## config.mk

```make
export PLATFORM = sky130hd
export DESIGN_NAME = hysteretic_wheel_steering
export DESIGN_NICKNAME = d
export VERILOG_FILES = /design/src/hw/rtl/hws_pkg.sv /design/src/hw/rtl/hws_serial_mul.sv /design/src/hw/rtl/hws_serial_div.sv /design/src/hw/rtl/hysteretic_wheel_steering.sv
export SDC_FILE = /design/constraint.sdc
export NUM_CORES = 1
export LEC_CHECK = 0
export BUFFER_PORTS_ARGS = -buffer_cell sky130_fd_sc_hd__buf_2
export CAP_MARGIN = 10
export CORE_MARGIN = 2
export CORE_UTILIZATION = 55
export CTS_CLUSTER_SIZE = 20
export DETAILED_ROUTE_END_ITERATION = 8
export MAX_ROUTING_LAYER = met4
export PLACE_DENSITY = 0.79
export SYNTH_ARGS = -nofsm -noshare
export SYNTH_HDL_FRONTEND = slang
export SYNTH_SLANG_ARGS = --single-unit
```

## constraint.sdc

```tcl
create_clock -name clk -period 4.13 [get_ports clk]
set_input_delay 0.413 -clock clk [delete_from_list [all_inputs] [get_ports clk]]
set_output_delay 0.413 -clock clk [all_outputs]
set_load 0.005 [all_outputs]
```

## src/hw/rtl/hws_pkg.sv

```systemverilog
// hws_pkg: shared widths, codes and state types for the hysteretic wheel steering block.
// No dependencies; used by every module under hw/rtl.
package hws_pkg;

	localparam int ANGLE_W    = 15;
	localparam int LEN_W      = 16;
	localparam int THR_W      = 14;
	localparam int SPEED_W    = 18;
	localparam int PHASE_W    = 16;
	localparam int PROD_W     = LEN_W + ANGLE_W;
	localparam int CFG_IDX_W  = 3;
	localparam int CFG_DATA_W = 16;
	localparam int MUL_STEPS  = ANGLE_W;
	localparam int DIV_STEPS  = PROD_W;

	typedef enum logic [1:0] {
		MODE_STRAIGHT = 2'd0,
		MODE_SOFT     = 2'd1,
		MODE_HARD     = 2'd2
	} mode_t;

	typedef enum logic [CFG_IDX_W-1:0] {
		REG_HARD_THR     = 3'd0,
		REG_SOFT_THR     = 3'd1,
		REG_STRAIGHT_THR = 3'd2,
		REG_MAX_SPEED    = 3'd3,
		REG_PERIOD       = 3'd4,
		REG_PASSIVE      = 3'd5
	} cfg_reg_t;

	typedef enum logic [1:0] {
		ST_IDLE,
		ST_MUL,
		ST_DIV,
		ST_FIN
	} state_t;

endpackage

```

## src/hw/rtl/hws_serial_mul.sv

```systemverilog
// hws_serial_mul: shift-add multiplier, one multiplier bit per cycle.
// Depends on hws_pkg for operand widths and step count.
module hws_serial_mul (
	input  logic                        clk,
	input  logic                        arst_n,
	input  logic                        start,
	input  logic [hws_pkg::LEN_W-1:0]   mcand,
	input  logic [hws_pkg::ANGLE_W-1:0] mplier,
	output logic                        done,
	output logic [hws_pkg::PROD_W-1:0]  product
);

	localparam int CNT_W = $clog2(hws_pkg::MUL_STEPS);

	logic                        busy_q;
	logic                        done_q;
	logic [CNT_W-1:0]            cnt_q;
	logic [hws_pkg::PROD_W-1:0]  acc_q;
	logic [hws_pkg::PROD_W-1:0]  mcand_q;
	logic [hws_pkg::ANGLE_W-1:0] mplier_q;

	always_ff @(posedge clk or negedge arst_n) begin
		if (!arst_n) begin
			busy_q <= 1'b0;
			done_q <= 1'b0;
			cnt_q  <= '0;
		end else begin
			done_q <= 1'b0;
			if (start) begin
				busy_q <= 1'b1;
				cnt_q  <= '0;
			end else if (busy_q) begin
				if (cnt_q == CNT_W'(hws_pkg::MUL_STEPS - 1)) begin
					busy_q <= 1'b0;
					done_q <= 1'b1;
				end
				cnt_q <= cnt_q + 1'b1;
			end
		end
	end

	always_ff @(posedge clk) begin
		if (start) begin
			acc_q    <= '0;
			mcand_q  <= hws_pkg::PROD_W'(mcand);
			mplier_q <= mplier;
		end else if (busy_q) begin
			if (mplier_q[0])
				acc_q <= acc_q + mcand_q;
			mcand_q  <= {mcand_q[hws_pkg::PROD_W-2:0], 1'b0};
			mplier_q <= {1'b0, mplier_q[hws_pkg::ANGLE_W-1:1]};
		end
	end

	assign done    = done_q;
	assign product = acc_q;

endmodule

```

## src/hw/rtl/hws_serial_div.sv

```systemverilog
// hws_serial_div: restoring divider, one quotient bit per cycle.
// Depends on hws_pkg for operand widths and step count.
module hws_serial_div (
	input  logic                       clk,
	input  logic                       arst_n,
	input  logic                       start,
	input  logic [hws_pkg::PROD_W-1:0] dividend,
	input  logic [hws_pkg::THR_W-1:0]  divisor,
	output logic                       done,
	output logic [hws_pkg::PROD_W-1:0] quotient
);

	localparam int CNT_W = $clog2(hws_pkg::DIV_STEPS);

	logic                       busy_q;
	logic                       done_q;
	logic [CNT_W-1:0]           cnt_q;
	logic [hws_pkg::PROD_W-1:0] quo_q;
	logic [hws_pkg::THR_W-1:0]  rem_q;
	logic [hws_pkg::THR_W-1:0]  dsr_q;
	logic [hws_pkg::THR_W:0]    trial;
	logic [hws_pkg::THR_W:0]    diff;
	logic                       fits;

	assign trial = {rem_q, quo_q[hws_pkg::PROD_W-1]};
	assign diff  = trial - {1'b0, dsr_q};
	assign fits  = trial >= {1'b0, dsr_q};

	always_ff @(posedge clk or negedge arst_n) begin
		if (!arst_n) begin
			busy_q <= 1'b0;
			done_q <= 1'b0;
			cnt_q  <= '0;
		end else begin
			done_q <= 1'b0;
			if (start) begin
				busy_q <= 1'b1;
				cnt_q  <= '0;
			end else if (busy_q) begin
				if (cnt_q == CNT_W'(hws_pkg::DIV_STEPS - 1)) begin
					busy_q <= 1'b0;
					done_q <= 1'b1;
				end
				cnt_q <= cnt_q + 1'b1;
			end
		end
	end

	always_ff @(posedge clk) begin
		if (start) begin
			quo_q <= dividend;
			rem_q <= '0;
			dsr_q <= divisor;
		end else if (busy_q) begin
			rem_q <= fits ? diff[hws_pkg::THR_W-1:0] : trial[hws_pkg::THR_W-1:0];
			quo_q <= {quo_q[hws_pkg::PROD_W-2:0], fits};
		end
	end

	assign done     = done_q;
	assign quotient = quo_q;

endmodule

```

## src/hw/rtl/hysteretic_wheel_steering.sv

```systemverilog
// hysteretic_wheel_steering: top level; mode hysteresis, broadcast phase, wheel speeds.
// Depends on hws_pkg, hws_serial_mul and hws_serial_div.
//
// One word in, one word out. A tick that ends in straight or hard mode, or in soft mode
// with a zero hard threshold, skips the arithmetic and goes straight to the output stage.
// A soft-mode tick runs the offset base*|angle|/hard_threshold through a bit-serial
// multiplier and a restoring divider before the output stage. Input is taken only
// while no tick is in work; a finished word sits in the output register, so the next input
// can be accepted while it waits. Configuration writes are always ready and take effect at
// once; write only while idle.
module hysteretic_wheel_steering (
	input  logic                              clk,
	input  logic                              arst_n,
	input  logic                              cfg_valid,
	output logic                              cfg_ready,
	input  logic [hws_pkg::CFG_IDX_W-1:0]     cfg_index,
	input  logic [hws_pkg::CFG_DATA_W-1:0]    cfg_data,
	input  logic                              in_valid,
	output logic                              in_ready,
	input  logic signed [hws_pkg::ANGLE_W-1:0] heading_angle,
	input  logic [hws_pkg::LEN_W-1:0]         heading_length,
	input  logic                              committed,
	output logic                              out_valid,
	input  logic                              out_ready,
	output logic signed [hws_pkg::SPEED_W-1:0] left_speed,
	output logic signed [hws_pkg::SPEED_W-1:0] right_speed,
	output logic [1:0]                        turn_mode,
	output logic                              send_opinion,
	output logic                              send_uncommitted
);

	localparam int AW = hws_pkg::ANGLE_W;
	localparam int LW = hws_pkg::LEN_W;
	localparam int TW = hws_pkg::THR_W;
	localparam int SW = hws_pkg::SPEED_W;
	localparam int PW = hws_pkg::PHASE_W;

	logic [TW-1:0] hard_thr_q, soft_thr_q, straight_thr_q;
	logic [LW-1:0] max_speed_q;
	logic [PW-1:0] period_q;
	logic          passive_q;

	hws_pkg::state_t state_q, state_d;
	hws_pkg::mode_t  mode_q, mode_d;
	logic [PW-1:0]   phase_q;

	logic [LW-1:0] base_q;
	logic [LW-1:0] d_q;
	logic          pos_q, send_q, unc_q;

	logic          out_valid_q;
	logic [SW-1:0] left_q, right_q;
	logic [1:0]    mode_out_q;
	logic          send_out_q, unc_out_q;

	logic          in_acc, use_div, mul_start, mul_done, div_done, out_load;
	logic [AW:0]   neg_angle;
	logic [AW-1:0] mag;
	logic [LW-1:0] base;
	logic [PW:0]   phase_inc;
	logic          due;
	logic [AW-1:0] hard_x, soft_x, straight_x;
	logic [hws_pkg::PROD_W-1:0] product, quotient;
	logic [SW-1:0] s1, s2;

	assign cfg_ready = 1'b1;

	always_ff @(posedge clk or negedge arst_n) begin
		if (!arst_n) begin
			hard_thr_q     <= TW'(3574);
			soft_thr_q     <= TW'(715);
			straight_thr_q <= TW'(357);
			max_speed_q    <= LW'(2560);
			period_q       <= PW'(10);
			passive_q      <= 1'b1;
		end else if (cfg_valid) begin
			unique case (cfg_index)
				hws_pkg::REG_HARD_THR:     hard_thr_q     <= cfg_data[TW-1:0];
				hws_pkg::REG_SOFT_THR:     soft_thr_q     <= cfg_data[TW-1:0];
				hws_pkg::REG_STRAIGHT_THR: straight_thr_q <= cfg_data[TW-1:0];
				hws_pkg::REG_MAX_SPEED:    max_speed_q    <= cfg_data[LW-1:0];
				hws_pkg::REG_PERIOD:       period_q       <= cfg_data[PW-1:0];
				hws_pkg::REG_PASSIVE:      passive_q      <= cfg_data[0];
				default: ;
			endcase
		end
	end

	// magnitude, base speed, phase and mode hysteresis for the word at the input
	assign neg_angle  = -{heading_angle[AW-1], heading_angle};
	assign mag        = heading_angle[AW-1] ? neg_angle[AW-1:0] : heading_angle;
	assign base       = (heading_length < max_speed_q) ? heading_length : max_speed_q;
	assign phase_inc  = {1'b0, phase_q} + 1'b1;
	assign due        = phase_inc >= {1'b0, period_q};
	assign hard_x     = {1'b0, hard_thr_q};
	assign soft_x     = {1'b0, soft_thr_q};
	assign straight_x = {1'b0, straight_thr_q};

	always_comb begin
		mode_d = mode_q;
		if (mode_d == hws_pkg::MODE_HARD && mag <= soft_x)
			mode_d = hws_pkg::MODE_SOFT;
		if (mode_d == hws_pkg::MODE_SOFT) begin
			priority if (mag > hard_x)
				mode_d = hws_pkg::MODE_HARD;
			else if (mag <= straight_x)
				mode_d = hws_pkg::MODE_STRAIGHT;
			else
				mode_d = hws_pkg::MODE_SOFT;
		end
		if (mode_d == hws_pkg::MODE_STRAIGHT) begin
			priority if (mag > hard_x)
				mode_d = hws_pkg::MODE_HARD;
			else if (mag > straight_x)
				mode_d = hws_pkg::MODE_SOFT;
			else
				mode_d = hws_pkg::MODE_STRAIGHT;
		end
	end

	assign in_acc  = in_valid && in_ready;
	assign use_div = (mode_d == hws_pkg::MODE_SOFT) && (hard_thr_q != '0);

	always_comb begin
		state_d = state_q;
		unique case (state_q)
			hws_pkg::ST_IDLE: if (in_valid) state_d = use_div ? hws_pkg::ST_MUL : hws_pkg::ST_FIN;
			hws_pkg::ST_MUL:  if (mul_done) state_d = hws_pkg::ST_DIV;
			hws_pkg::ST_DIV:  if (div_done) state_d = hws_pkg::ST_FIN;
			hws_pkg::ST_FIN:  if (!out_valid_q || out_ready) state_d = hws_pkg::ST_IDLE;
			default:          state_d = hws_pkg::ST_IDLE;
		endcase
	end

	always_comb begin
		in_ready  = (state_q == hws_pkg::ST_IDLE);
		mul_start = in_acc && use_div;
		out_load  = (state_q == hws_pkg::ST_FIN) && (!out_valid_q || out_ready);
	end

	always_ff @(posedge clk or negedge arst_n) begin
		if (!arst_n) begin
			state_q     <= hws_pkg::ST_IDLE;
			mode_q      <= hws_pkg::MODE_STRAIGHT;
			phase_q     <= '0;
			out_valid_q <= 1'b0;
		end else begin
			state_q <= state_d;
			if (in_acc) begin
				mode_q  <= mode_d;
				phase_q <= due ? '0 : phase_inc[PW-1:0];
			end
			if (out_load)
				out_valid_q <= 1'b1;
			else if (out_ready)
				out_valid_q <= 1'b0;
		end
	end

	hws_serial_mul u_mul (
		.clk     (clk),
		.arst_n  (arst_n),
		.start   (mul_start),
		.mcand   (base),
		.mplier  (mag),
		.done    (mul_done),
		.product (product)
	);

	hws_serial_div u_div (
		.clk      (clk),
		.arst_n   (arst_n),
		.start    (mul_done),
		.dividend (product),
		.divisor  (hard_thr_q),
		.done     (div_done),
		.quotient (quotient)
	);

	always_ff @(posedge clk) begin
		if (in_acc) begin
			base_q <= base;
			d_q    <= '0;
			pos_q  <= !heading_angle[AW-1] && (heading_angle != '0);
			send_q <= due && committed &&
				((mode_d != hws_pkg::MODE_HARD) || passive_q);
			unc_q  <= due && committed && passive_q && (mode_d == hws_pkg::MODE_HARD);
		end else if (div_done) begin
			d_q <= (quotient > hws_pkg::PROD_W'(base_q)) ? base_q : quotient[LW-1:0];
		end
	end

	always_comb begin
		if (mode_q == hws_pkg::MODE_HARD) begin
			s1 = -{2'b00, max_speed_q};
			s2 = {2'b00, max_speed_q};
		end else begin
			s1 = {2'b00, base_q} - {2'b00, d_q};
			s2 = {2'b00, base_q} + {2'b00, d_q};
		end
	end

	always_ff @(posedge clk) begin
		if (out_load) begin
			left_q     <= pos_q ? s1 : s2;
			right_q    <= pos_q ? s2 : s1;
			mode_out_q <= mode_q;
			send_out_q <= send_q;
			unc_out_q  <= unc_q;
		end
	end

	assign out_valid        = out_valid_q;
	assign left_speed       = left_q;
	assign right_speed      = right_q;
	assign turn_mode        = mode_out_q;
	assign send_opinion     = send_out_q;
	assign send_uncommitted = unc_out_q;

endmodule

```

==> results of run 1 <==
worst max-delay path, delay by kind of cell:
family / cells / cell delay, ns
AOI/OAI and AO/OA: 4 / 0.94
xor gates and xnor gates: 1 / 0.22
adders and majority gates: 1 / 0.31
and+or+nand+nor: 6 / 1.51
buffers and inverters: 3 / 0.46
muxes: 1 / 0.31
cell usage after synthesis, drive strengths merged, types with 10 or more instances:
library cell	count
and3	14
xnor2	71
a21oi	150
ha	176
inv	166
o21a	14
nand2b	11
xor2	23
a31oi	15
nor3	29
nand3	26
a211oi	18
mux2i	62
nor4	15
and2	10
dfstp	25
nor2b	23
edfxtp	134
nor2	159
mux2	97
o21bai	11
dfrtp	84
clkbuf	58
nand2	183
dfxtp	76
or3	13
o21ai	167
a21o	37
buf	21
o31ai	15
nand4	23
area by class of cell:
cell class / instances / share of cell area
Clock buffer: 54 / 0.05156
Clock inverter: 14 / 0.007439
Inverter: 166 / 0.02806
Multi-Input combinational cell: 1452 / 0.4679
Sequential cell: 319 / 0.3741
Tap cell: 461 / 0.02598
Timing Repair Buffer: 160 / 0.04497
power by group:
part | switching [mW] | internal, mW | leakage, nW
Clock | 1.34 | 2.13 | 0.644
Sequential | 0.779 | 4.66 | 3.19
Combinational | 3.95 | 2.89 | 5.90
metrics by stage:
stage,power [mW],area [µm²],TNS [ns]
3_3_place_gp,11.86,20890,-15.37
6_report,15.75,22200,0
4_1_cts,15.75,22200,0
2_1_floorplan,10.23,19650,0
3_5_place_dp,12.18,20890,-24.82
5_1_grt,16.87,22200,0
flip-flops by register name, indices dropped and copies added, names as in the netlist, 16 cells and up:
register and count:
u_div.quotient 31, period_q 16, left_speed 18, u_mul.product 31, right_speed 17, phase_q 16, max_speed_q 16, base_q 16
d_q 16, u_mul.mcand_q 31
worst paths after layout:
kind,startpoint,to,slack [ns],cells after the start
setup / recovery,heading_angle[1],u_mul.mcand_q[8]$_DFFE_PP_,0.23,16
hold / removal,arst_n,max_speed_q[15]$_DFFE_PN0P_,0.04,1
setup reg to reg,phase_q[0]$_DFFE_PN0P_,phase_q[0]$_DFFE_PN0P_,0.31,15
hold reg to reg,send_q$_DFFE_PP_,send_opinion$_DFFE_PP_,0.43,0
max in group asynchronous,arst_n,straight_thr_q[8]$_DFFE_PN1P_,3.12,2
min in group clk,cfg_data[14],period_q[14]$_DFFE_PN0P_,0.12,3
per-layer routing:
layer | routed length, µm | vias to the layer above | share of wire | global-route usage
met3 | 2611 | 122 | 0.054 | 0.03964
met4 | 1768 | 0 | 0.036 | 0.1042
li1 | - | 7387 | - | -
met1 | 21080 | 7351 | 0.43 | 0.3522
met5 | 0 | - | 0 | -
met2 | 23240 | 470 | 0.48 | 0.4479
cell families (layout without fill, tap and decap cells):
logic type,count (synthesis),in the layout
AOI/OAI and AO/OA,479,479
and+or+nand+nor,537,537
adders and majority gates,180,180
other,2,2
muxes,160,160
xor gates and xnor gates,94,94
DFF,319,319
buffers and inverters,245,394
==> results.json, run 1 <==
{
  "fillers": 2802,
  "synthesis.yosys.warnings": 0,
  "port_buffers": 97,
  "drt_drc_violations_left": 0,
  "die_h_um": 192.9,
  "antenna_cells": 0,
  "synth.top_cell.area_share": 0.2051,
  "synth_ff_type": "edfxtp_1",
  "cts_setup_buffers": 0,
  "antenna_found_initial": 0,
  "drtAntennaViolNets": 0,
  "yosys.area_share.adder": 0.1163,
  "finalCritPeriodShare": 0.9442,
  "syn-cell-area_um2": 19620,
  "overflow": 0,
  "path_clk_slew_ns": 0.06,
  "clockBufferDepth": 3,
  "p_leak_nw": 9.735,
  "drv_cap": 0,
  "end_kind": "register",
  "yosysUniqueCellTypes": 90,
  "yosysSeqAreaShare": 0.4232,
  "grt_pass1_wl_mm": 78.45,
  "synth_top_family_by_area": "compound AO/OA/AOI/OAI gates",
  "synth-seq-cells": 319,
  "synth_area_per_cell_um2": 9.733,
  "grt_pass1_vias": 15300,
  "worstMarginPinSlew_ns": 1.102,
  "wl_mm": 48.70,
  "dr.first_iter.drc_count": 1047,
  "relSlewSlack": 0.2651,
  "dpl.hpwl_mm": 35.86,
  "cts_tree": "yes",
  "cp-start-kind": "input port",
  "cts-buffers-inserted": 37,
  "hold_buffers": 0,
  "ctsResizeCount": 0,
  "instances_no_fill": 2626,
  "via_per_inst": 5.838,
  "status": "finished clean",
  "finalMaxSlewViolations": 0,
  "rsz0062_at_grt": "false",
  "arrival_ns": 4.19,
  "clk-insertion-delay-late_ns": 0.56,
  "worstHoldPathType": "input port to async pin",
  "hold_viol": 0,
  "register_area_um2": 8305,
  "fin_ws_ns": 0.2303,
  "io_pins": 99,
  "fmax_mhz": 256.4,
  "period_needed_ns": 3.900,
  "final_nets": 2372,
  "syn-num-nets": 2252,
  "synth_compound_area_frac": 0.1482,
  "area_growth_pct": 13.15,
  "multi_input_comb_area_um2": 10390,
  "rows": 69,
  "track_usage": 0.2765,
  "netlist_instances": 2016,
  "first_pass_iters": 7,
  "cp_max_fo": 11,
  "synthMuxAreaShare": 0.09074,
  "layout_commonest_cell": "nand2_1",
  "place_inst": 2558,
  "numClockSinks": 319,
  "crit_type": "input port to register",
  "synth-simple-area-share": 0.1283,
  "wl_per_cell_um": 18.55,
  "vias": 15330,
  "crit_required_ns": 4.42,
  "yosys-top-cells-area": "edfxtp_1 21%, ha_1 11%, dfrtp_1 11%",
  "final_cell_mix": "183 x nand2_1, 176 x ha_1, 164 x inv_1, 159 x nor2_1, 149 x a21oi_1",
  "synth_edf_count": 134,
  "finalClockSkew_ns": 0.02944,
  "dieArea_um2": 37200,
  "holdWs_ns": 0.03751,
  "cp_slowest_stage_delay_ns": 0.55,
  "core_um2": 35310,
  "die_x_um": 192.9,
  "gp_congestion": 0.9435,
  "finish.utilization": 0.6288,
  "synthXorXnorAreaFrac": 0.04196,
  "cp_cell_sequence": "buf_2 > or3_1 > or3_4 > o31ai_1 > xnor2_1 > ha_1 > and4_1 > nand2_1 > a21oi_1 > a2111oi_0 > buf_4 > o21ai_0 > and3_1 > and3_4 > buf_12 > mux2_1",
  "start_util": 0.5557,
  "setup-violations-final": 0,
  "cpMaxStageDelayCell": "a2111oi_0",
  "async_reset_ff_frac": 0.3417,
  "htree_levels": 2,
  "power_density_nw_per_um2": 709.3,
  "yosysTopAreaCell": "edfxtp_1",
  "dp_slack_ns": -0.3280,
  "drive_gt1_frac": 0.1575,
  "grt_max_degree": 75,
  "root_buffer": "clkbuf_16",
  "ir_drop_uv": 403.0
}
Power figures use the tool's default switching activity.
==> run 2, diff against run 1 <==
- MAX_ROUTING_LAYER: met4 -> not set
==> run 2 against run 1 <==
Largest cell class unchanged. Sequential cell count is the same. Count of clock-buffer cells in the layout shrank 12. Sequential power is essentially flat. Sequential share of layout area grew 0.089 points. Largest power group unchanged. Worst hold slack gained 0.073 ns. Power shrank 0.56%. Setup slack gained 0.077 ns. Clock skew shrank 0.016 ns. Maximum frequency grew 2.0%. Routed wire length shrank 0.19%. Global-route usage shrank 0.94 points. Cell count is the same.
==> results.json, run 2 (same netlist as run 1, synthesis figures left out) <==
{
  "status": "finished clean",
  "drt_drc_violations_left": 0,
  "rows": 69,
  "clockBufferDepth": 3,
  "hold_viol": 0,
  "finish.utilization": 0.6273,
  "cts_tree": "yes",
  "arrival_ns": 3.99,
  "grt_pass1_wl_mm": 78.46,
  "drive_gt1_frac": 0.1557,
  "start_util": 0.5557,
  "vias": 15380,
  "area_growth_pct": 12.89,
  "numClockSinks": 319,
  "port_buffers": 97,
  "rsz0062_at_grt": "false",
  "finalCritPeriodShare": 0.9255,
  "worstMarginPinSlew_ns": 1.120,
  "wl_per_cell_um": 18.51,
  "die_h_um": 192.9,
  "clk-insertion-delay-late_ns": 0.53,
  "fmax_mhz": 261.6,
  "ir_drop_uv": 410.7,
  "end_kind": "register",
  "cp_num_buf_inv": 2,
  "cp_cell_sequence": "buf_2 > or3_1 > or3_4 > o31ai_1 > xnor2_1 > buf_4 > ha_1 > a21o_1 > a21oi_1 > nor2_1 > a211oi_1 > o21ai_1 > a31oi_1 > and3_4 > or2_4",
  "finalMaxSlewViolations": 0,
  "place_area_um2": 20890,
  "wl_mm": 48.61,
  "cpMaxStageDelayCell": "or2_4",
  "p_total_mw": 15.66,
  "whs_path_depth": 3,
  "dpl.hpwl_mm": 35.86,
  "overflow": 0,
  "holdWs_ns": 0.1109,
  "cp_slowest_stage_delay_ns": 0.44,
  "drv_cap": 0,
  "dieArea_um2": 37200,
  "relSlewSlack": 0.2534,
  "gp_congestion": 0.9163,
  "cp_max_fo": 31,
  "htree_levels": 2,
  "worstHoldPathType": "input port to register",
  "power_density_nw_per_um2": 707.0,
  "period_needed_ns": 3.822,
  "core_um2": 35310,
  "track_usage": 0.2671,
  "grt_max_degree": 58,
  "finalClockSkew_ns": 0.01346,
  "final_nets": 2373,
  "p_leak_nw": 9.697,
  "die_x_um": 192.9,
  "cts-buffers-inserted": 36,
  "r2r_slack_ns": 0.39,
  "crit_required_ns": 4.30,
  "layout_commonest_cell": "nand2_1",
  "place_inst": 2557,
  "drtAntennaViolNets": 0,
  "root_buffer": "clkbuf_16",
  "cts_setup_buffers": 0,
  "antenna_found_initial": 0,
  "worstHoldStart": "cfg_data[15]",
  "cp-start-kind": "input port",
  "final_area_um2": 22150,
  "reg2reg_depth": 15,
  "antenna_cells": 0,
  "r2r-start": "phase_q[0]$_DFFE_PN0P_",
  "dr.first_iter.drc_count": 1055,
  "dp_slack_ns": -0.3077,
  "min_to": "period_q[15]$_DFFE_PN0P_",
  "instances_no_fill": 2626,
  "tns_ns": 0,
  "via_per_inst": 5.858,
  "fin_ws_ns": 0.3077,
  "critPathTopFamily": "simple AND/OR/NAND/NOR gates",
  "setup-violations-final": 0,
  "io_pins": 99,
  "r2r_end": "phase_q[0]$_DFFE_PN0P_",
  "grt_pass1_vias": 15270,
  "first_pass_iters": 5,
  "path_clk_slew_ns": 0.06,
  "final_cell_mix": "183 x nand2_1, 176 x ha_1, 164 x inv_1, 159 x nor2_1, 149 x a21oi_1",
  "crit_type": "input port to register"
}
[run 2: cell count changes in the layout (fill, tap and decap cells not counted), moves of 3 or more]
cell	change
clkinv_1	+4
clkbuf_8	-7
bufinv_16	+3
clkbuf_16	-4
[run 2: what timing repair did]
| item | CTS | global route |
|---|---|---|
| gates resized for setup | 0 | 1 |
| setup endpoints to repair | 0 | 55 |
| hold buffers | 1 | 0 |
| endpoints found under the hold margin | 18 | 0 |
[run 2: where the power goes]
| part | internal, mW | total (mW) | switching [mW] |
|---|---|---|---|
| Combinational | 2.89 | 6.86 | 3.98 |
| Sequential | 4.66 | 5.45 | 0.787 |
| Clock | 2.03 | 3.35 | 1.32 |
[run 2: cell type report]
cell class / instances / area [µm²]
Multi-Input combinational cell: 1452 / 10390
Clock buffer: 42 / 944.7
Inverter: 166 / 623.1
Clock inverter: 24 / 286.5
Timing Repair Buffer: 162 / 1023
Sequential cell: 319 / 8305
Fill cell: 2771 / 13160
Tap cell: 461 / 576.8
[run 2: tightest hold or removal path: stages]
cell and delay [ns]:
buf_2 0.10, nand2_1 0.04, o21ai_0 0.06
[run 2: how the worst max path moves through the flow]
| stage | from | to | slack [ns] | cells past startpoint |
|---|---|---|---|---|
| floorplan | heading_angle[1] | u_mul.mcand_q[0]$_SDFFCE_PN0P_ | 0.004 | 16 |
| CTS | heading_angle[1] | u_mul.mcand_q[11]$_DFFE_PP_ | 0.25 | 15 |
| global route | phase_q[0]$_DFFE_PN0P_ | phase_q[9]$_DFFE_PN0P_ | 0.02 | 15 |
| finish | heading_angle[1] | u_mul.mplier_q[0]$_DFFE_PP_ | 0.31 | 15 |
| detailed placement | heading_angle[1] | u_mul.mcand_q[11]$_DFFE_PP_ | -0.31 | 15 |
| global placement | heading_angle[1] | u_mul.mcand_q[15]$_DFFE_PP_ | -0.15 | 15 |
[run 2: per-layer routing]
layer  vias up  GRT usage  routed length [µm]
li1       7403          -                   -
met1      7419     0.3520               20900
met2       457     0.4524               23460
met3       105    0.03237                2641
met4         0    0.09630                1602
met5         -          0                   0
